[src/design/ppg_pkg.sv]
// Package for the paper passcode generator: payload types, constants,
// the AES S-box and the base-64 symbol table. No dependencies.
package ppg_pkg;

    localparam int MAX_COUNT       = 16;
    localparam int MAX_LENGTH      = 8;
    localparam int CHARS_PER_BLOCK = 21;
    localparam int ROUNDS          = 14;

    localparam logic [2:0] REG_KEY0   = 3'd0;
    localparam logic [2:0] REG_KEY1   = 3'd1;
    localparam logic [2:0] REG_KEY2   = 3'd2;
    localparam logic [2:0] REG_KEY3   = 3'd3;
    localparam logic [2:0] REG_LENGTH = 3'd4;

    typedef struct packed {
        logic [4:0]  passcode_count;
        logic [63:0] first_number_high;
        logic [63:0] first_number_low;
    } ppg_in_t;

    typedef struct packed {
        logic        last_passcode;
        logic [63:0] passcode_text;
    } ppg_out_t;

    // Control from the sequencer to the AES round unit.
    typedef struct packed {
        logic load;
    } ppg_aes_ctl_t;

    function automatic logic [7:0] sbox(input logic [7:0] a);
        logic [7:0] t [256];
        t = '{
        8'h63,8'h7c,8'h77,8'h7b,8'hf2,8'h6b,8'h6f,8'hc5,8'h30,8'h01,8'h67,8'h2b,8'hfe,8'hd7,8'hab,8'h76,
        8'hca,8'h82,8'hc9,8'h7d,8'hfa,8'h59,8'h47,8'hf0,8'had,8'hd4,8'ha2,8'haf,8'h9c,8'ha4,8'h72,8'hc0,
        8'hb7,8'hfd,8'h93,8'h26,8'h36,8'h3f,8'hf7,8'hcc,8'h34,8'ha5,8'he5,8'hf1,8'h71,8'hd8,8'h31,8'h15,
        8'h04,8'hc7,8'h23,8'hc3,8'h18,8'h96,8'h05,8'h9a,8'h07,8'h12,8'h80,8'he2,8'heb,8'h27,8'hb2,8'h75,
        8'h09,8'h83,8'h2c,8'h1a,8'h1b,8'h6e,8'h5a,8'ha0,8'h52,8'h3b,8'hd6,8'hb3,8'h29,8'he3,8'h2f,8'h84,
        8'h53,8'hd1,8'h00,8'hed,8'h20,8'hfc,8'hb1,8'h5b,8'h6a,8'hcb,8'hbe,8'h39,8'h4a,8'h4c,8'h58,8'hcf,
        8'hd0,8'hef,8'haa,8'hfb,8'h43,8'h4d,8'h33,8'h85,8'h45,8'hf9,8'h02,8'h7f,8'h50,8'h3c,8'h9f,8'ha8,
        8'h51,8'ha3,8'h40,8'h8f,8'h92,8'h9d,8'h38,8'hf5,8'hbc,8'hb6,8'hda,8'h21,8'h10,8'hff,8'hf3,8'hd2,
        8'hcd,8'h0c,8'h13,8'hec,8'h5f,8'h97,8'h44,8'h17,8'hc4,8'ha7,8'h7e,8'h3d,8'h64,8'h5d,8'h19,8'h73,
        8'h60,8'h81,8'h4f,8'hdc,8'h22,8'h2a,8'h90,8'h88,8'h46,8'hee,8'hb8,8'h14,8'hde,8'h5e,8'h0b,8'hdb,
        8'he0,8'h32,8'h3a,8'h0a,8'h49,8'h06,8'h24,8'h5c,8'hc2,8'hd3,8'hac,8'h62,8'h91,8'h95,8'he4,8'h79,
        8'he7,8'hc8,8'h37,8'h6d,8'h8d,8'hd5,8'h4e,8'ha9,8'h6c,8'h56,8'hf4,8'hea,8'h65,8'h7a,8'hae,8'h08,
        8'hba,8'h78,8'h25,8'h2e,8'h1c,8'ha6,8'hb4,8'hc6,8'he8,8'hdd,8'h74,8'h1f,8'h4b,8'hbd,8'h8b,8'h8a,
        8'h70,8'h3e,8'hb5,8'h66,8'h48,8'h03,8'hf6,8'h0e,8'h61,8'h35,8'h57,8'hb9,8'h86,8'hc1,8'h1d,8'h9e,
        8'he1,8'hf8,8'h98,8'h11,8'h69,8'hd9,8'h8e,8'h94,8'h9b,8'h1e,8'h87,8'he9,8'hce,8'h55,8'h28,8'hdf,
        8'h8c,8'ha1,8'h89,8'h0d,8'hbf,8'he6,8'h42,8'h68,8'h41,8'h99,8'h2d,8'h0f,8'hb0,8'h54,8'hbb,8'h16};
        return t[a];
    endfunction

    function automatic logic [7:0] symbol(input logic [5:0] d);
        logic [7:0] t [64];
        t = '{"!","#","%","+","2","3","4","5","6","7","8","9",":","=","?","@",
              "A","B","C","D","E","F","G","H","J","K","L","M","N","P","R","S",
              "T","U","V","W","X","Y","Z","a","b","c","d","e","f","g","h","i",
              "j","k","m","n","o","p","q","r","s","t","u","v","w","x","y","z"};
        return t[d];
    endfunction

    function automatic logic [7:0] xtime(input logic [7:0] b);
        return {b[6:0], 1'b0} ^ (b[7] ? 8'h1b : 8'h00);
    endfunction

    // Whole passcodes in one 21-character block for a clamped length of 1 to 8.
    function automatic logic [4:0] passcodes_per_block(input logic [3:0] len);
        logic [4:0] per;
        unique case (len)
            4'd1:    per = 5'd21;
            4'd2:    per = 5'd10;
            4'd3:    per = 5'd7;
            4'd4:    per = 5'd5;
            4'd5:    per = 5'd4;
            4'd6:    per = 5'd3;
            4'd7:    per = 5'd3;
            default: per = 5'd2;
        endcase
        return per;
    endfunction

endpackage

[src/design/ppg_divider.sv]
// Bit-serial divider of the 128-bit first number by the passcodes per block.
// Depends on ppg_pkg.
module ppg_divider (
    input  logic         clk,
    input  logic         rst_n,
    input  logic         start,
    input  logic [127:0] dividend,
    input  logic [4:0]   divisor,
    output logic [127:0] quotient,
    output logic [4:0]   remainder,
    output logic         done
);
    import ppg_pkg::*;

    logic [127:0] q_reg, q_next;
    logic [4:0]   r_reg, r_next;
    logic [7:0]   cnt_reg, cnt_next;
    logic         busy_reg, busy_next;
    logic         done_reg, done_next;
    logic [5:0]   trial;

    // One restoring step per cycle, most significant bit first.
    always_comb
    begin
        q_next    = q_reg;
        r_next    = r_reg;
        cnt_next  = cnt_reg;
        busy_next = busy_reg;
        done_next = 1'b0;
        trial     = {r_reg, q_reg[127]};
        if (start)
        begin
            q_next    = dividend;
            r_next    = '0;
            cnt_next  = 8'd128;
            busy_next = 1'b1;
        end
        else if (busy_reg)
        begin
            if (trial >= {1'b0, divisor})
            begin
                r_next = 5'(trial - {1'b0, divisor});
                q_next = {q_reg[126:0], 1'b1};
            end
            else
            begin
                r_next = trial[4:0];
                q_next = {q_reg[126:0], 1'b0};
            end
            cnt_next = cnt_reg - 8'd1;
            if (cnt_reg == 8'd1)
            begin
                busy_next = 1'b0;
                done_next = 1'b1;
            end
        end
    end

    always_ff @(posedge clk or negedge rst_n)
    begin
        if (!rst_n)
        begin
            busy_reg <= 1'b0;
            done_reg <= 1'b0;
        end
        else
        begin
            busy_reg <= busy_next;
            done_reg <= done_next;
        end
    end

    always_ff @(posedge clk)
    begin
        q_reg   <= q_next;
        r_reg   <= r_next;
        cnt_reg <= cnt_next;
    end

    assign quotient  = q_reg;
    assign remainder = r_reg;
    assign done      = done_reg;
endmodule

[config.mk]
export PLATFORM = sky130hd
export DESIGN_NAME = ppg_divider
export DESIGN_NICKNAME = d
export VERILOG_FILES = /design/src/design/ppg_pkg.sv /design/src/design/ppg_divider.sv
export SDC_FILE = /design/constraint.sdc
export NUM_CORES = 1
export LEC_CHECK = 0
export BUFFER_PORTS_ARGS = -buffer_cell sky130_fd_sc_hd__buf_2
export CAP_MARGIN = 20
export CORE_UTILIZATION = 51
export CTS_CLUSTER_SIZE = 30
export DETAILED_ROUTE_END_ITERATION = 8
export GPL_ROUTABILITY_DRIVEN = 0
export PLACE_DENSITY = 0.89
export SYNTH_ARGS = -nofsm -noshare
export SYNTH_HDL_FRONTEND = slang
export SYNTH_SLANG_ARGS = --single-unit
[constraint.sdc]
create_clock -name clk -period 5.4 [get_ports clk]
set_input_delay 0.54 -clock clk [delete_from_list [all_inputs] [get_ports clk]]
set_output_delay 0.54 -clock clk [all_outputs]
set_load 0.02 [all_outputs]
# Yosys cells after proc, flatten, opt, wreduce, memory -nomap -nowiden
# Cells that the tools add are included.
# op_classes
reduce_logical,1
n_addsub,2
eq_ne,1
order_cmp,1
muxes,10
# ops
op,count
128-bit two-way mux,2
8-bit by 1-bit equality test with 1-bit output (second input constant),1
8-bit by 1-bit subtractor with 8-bit output (second input constant),1
1-bit two-way mux,7
6-bit by 5-bit greater-or-equal comparator with 1-bit output,1
5-bit two-way mux,1
5-bit subtractor,1
2-bit nonzero test,1
# word_totals
register_bits,143
inputBits,136

# Longest topological paths before layout
# logic_depth
word_depth,4
depth_mapped,8
mapped_depth_nobuf,8

# Worst setup path before layout
# No wires, ideal clock.
# synth_timing
path_kind,in2reg
startpoint,in start
endpoint,"reg q_reg[0], in the netlist quotient[0], enable pin"
slack_ps,2532
stages,2
setup_ps,433
t_required_ps,4967
arrival_time_ps,2435
path_cell_list,clkbuf_1 > or2_2
# synth_between
elab_chain_len,1
# synth_lines
item,line,text
"start, declared",ppg_divider.sv:6,"input logic start,"
2-bit nonzero test (no line),n/a,
"end signal, assigned",ppg_divider.sv:75,q_reg <= q_next;
"end, declared",ppg_divider.sv:15,"logic [127:0] q_reg, q_next;"
# Every way passes these cells.
# A chain may end at the register's enable or synchronous reset.

# Final worst setup path
# layout_timing
startpoint,in start
endpoint,"reg q_reg[27], in the netlist quotient[27], enable pin"
# The elaborated chain is that of the path after synthesis.

==> results.md <==
- DR vias: 4302
- CTS max path bufs: 2
- Setup TNS Final: 0 ps
- Crit path required time: 5470 ps
- DRT iter0 DRCs: 225
- Avg Synthesized Cell Area: 16.7 um2
- Vias in the first global route: between 4000 and 5000
- Area post-placement: 0.00772 mm2
- Met2 wire length: 7350 um
- Most frequent cells in the layout: buf_2 (268), edfxtp_1 (128), mux2_2 (127)
- Worst Tran Pin Value: 1090 ps
- Setup CP Type: primary input to register
- Synth Flop Type: edfxtp_1
- H-tree depth: 4
- Final Hold Viols: 0
- Status: complete, no violations
- Reg-to-reg critical path endpoint: quotient[27]
- First-pass GRT wire length: 22100 um
- Async SR Flop Fraction: between 1 and 1.5%
- Finished Cell Area: 0.00824 mm2
- Die footprint: 0.0127 mm2
- Largest net degree at the start of global routing: 79
- Starting Density: a little over half
- Worst Skew: 4.73 ps
- Final Cycle Share: between 40% and 50%
- Total Routing Usage GR: 23.2%
- Post-CTS Setup Bufs: 0
- Hold Crit Depth: 2
- Area grow syn2layout: 32.0%
- CP startpoint kind: primary input
- Metal-1 WL: around 5600 um
- Dpl ws: 2340 ps
- CP Capture Type: register
- Clock root buffer master: clkbuf_16
- Worst-path fanout max: 78
- Max-Slew Margin vs Limit: a little over a quarter
- Period minus WS final: 2630 ps
- Clk slew on worst S/H paths: 60 ps
- Static Leak: 3.60 nW
- Metal3 WL: 976 um
- Post-route setup slack: 2770 ps
- HP Start: dividend[88]
- Total core area: 0.0120 mm2
- Nets: 791
- CTS tree: yes
- Filler cell count: 839
- Drt wl/cell: between 15 and 20 um
- Io pins: 270
- Instance count of the mapped netlist: 373
- Port Buffers: 269
- Post-synth EDFFs: between 100 and 150
- Reg2reg setup slack: 2850 ps
- Share of cells above drive strength 1: 65.2%
- Cell Area, Synth: between 0.006 and 0.007 mm2
- Yosys warns: 0
- Drt drc: 0
- PD cells: around 400 mW/mm2
- Max FFs per register: 128
- Max_cap viols: 0
- Most common cell after layout, fill and taps aside: buf_2
- Worst Path Arrival: approximately 2700 ps
- Final Max Slew Viols: 0
- Detail Placement HPWL: ~10000 um
- #FFs+latches synth: 143
- Clk_lat worst skew: 410 ps
- ANT nets after route: 0
- Final core occ: 68.8%
- Hold path endpoint: quotient[88]
- Row count: 40
- Vias per cell: around 5.3
- # clock sinks: around 140
- Hold Path Class: primary input to register
- DRT Pass-1 Iters: 4
- Number of CTS-inserted buffers: 17
- Share of the yosys chip area belonging to registers: 66.6%
- Worst Reg-to-Reg Cells: 2
- Highest routed layer: met4
- Die height: 113 um
- Global route total overflow: 0
- Fmax: 380 MHz
- Distinct cells, synth: 42
- Syn_nets: 517
- # setup viols final: 0
- RSZ-0062 raised after global routing: false
- WL final: approximately 14000 um
- ANT cells: 0
- Number of antenna violations at the first check in global routing: 0
- R2r startpoint: busy_reg
- Peak supply drop: 0.000207 V
- Die Wd: 113 um
layer usage:
metal	up-vias	GRT usage (%)
li1	1998	-
met1	2067	25.8
met2	201	39.8
met3	36	7.24
met4	0	12.8
met5	-	0
Yosys cell counts, drive strengths merged, types with 2 or more instances:
cell	n	area share (%)
a211o	3	0.44
a211oi	3	0.36
a21oi	6	0.48
a311oi	2	0.28
a31oi	2	0.20
buf	14	1.0
clkbuf	4	0.24
dfrtp	2	0.80
dfxtp	13	4.2
edfxtp	128	62
ha	7	1.4
inv	9	0.54
mux2	127	23
nand2	6	0.36
nand3	2	0.16
nor2	13	0.78
nor3b	2	0.24
nor4	2	0.20
o21bai	2	0.24
xnor2	5	0.70
xor2	2	0.28
stage by stage:
stage,cells,hold slack (ps),total power [mW]
finish,805,430,3.31
global route,805,406,3.45
CTS,805,407,3.33
detailed placement,774,351,2.29
global placement,774,344,2.25
floorplan,373,244,2.02
critical path, stage by stage:
cell   delay [ps]
buf_4         610
or2_4         950
buf_4         490
cells by family (layout without fill, tap and decap cells):
logic type | Yosys count | after routing | synth area share, %
adders and majority gates | 8 | 8 | 1.72
AOI/OAI and AO/OA | 26 | 26 | 3.03
muxes | 127 | 127 | 22.9
and+or+nand+nor | 35 | 35 | 2.93
buffers and inverters | 27 | 312 | 1.82
DFF | 143 | 143 | 66.6
xor gates and xnor gates | 7 | 7 | 0.983
final cells by class:
class | count | area [um2] | area share (%)
flip-flops and latches | 143 | 4150 | 50.4
inverters | 9 | 33.8 | 0.410
repair buffers | 273 | 1380 | 16.8
multi-input cells | 203 | 1970 | 24.0
well taps | 147 | 184 | 2.23
clock inverters | 11 | 76.3 | 0.927
clock buffers | 19 | 433 | 5.26
where the power goes:
part	internal [mW]	switching, mW
Clock	0.616	0.413
Combinational	0.325	0.429
Sequential	1.41	0.117
worst max path at each step:
stage	start	to	slack, ps	cells past startpoint
after global placement	start	quotient[24]	2430	3
after CTS	start	quotient[23]	2780	3
final	start	quotient[27]	2770	3
after floorplan	start	quotient[0]	2530	2
after detailed placement	start	quotient[20]	2340	3
after global routing	start	quotient[46]	2610	3
repair_timing:
action                                 in CTS  in global routing
endpoints found under the hold margin       2                  0
hold buffers                                1                  0
resized for setup                           0                  0
Power figures use the tool's default switching activity.
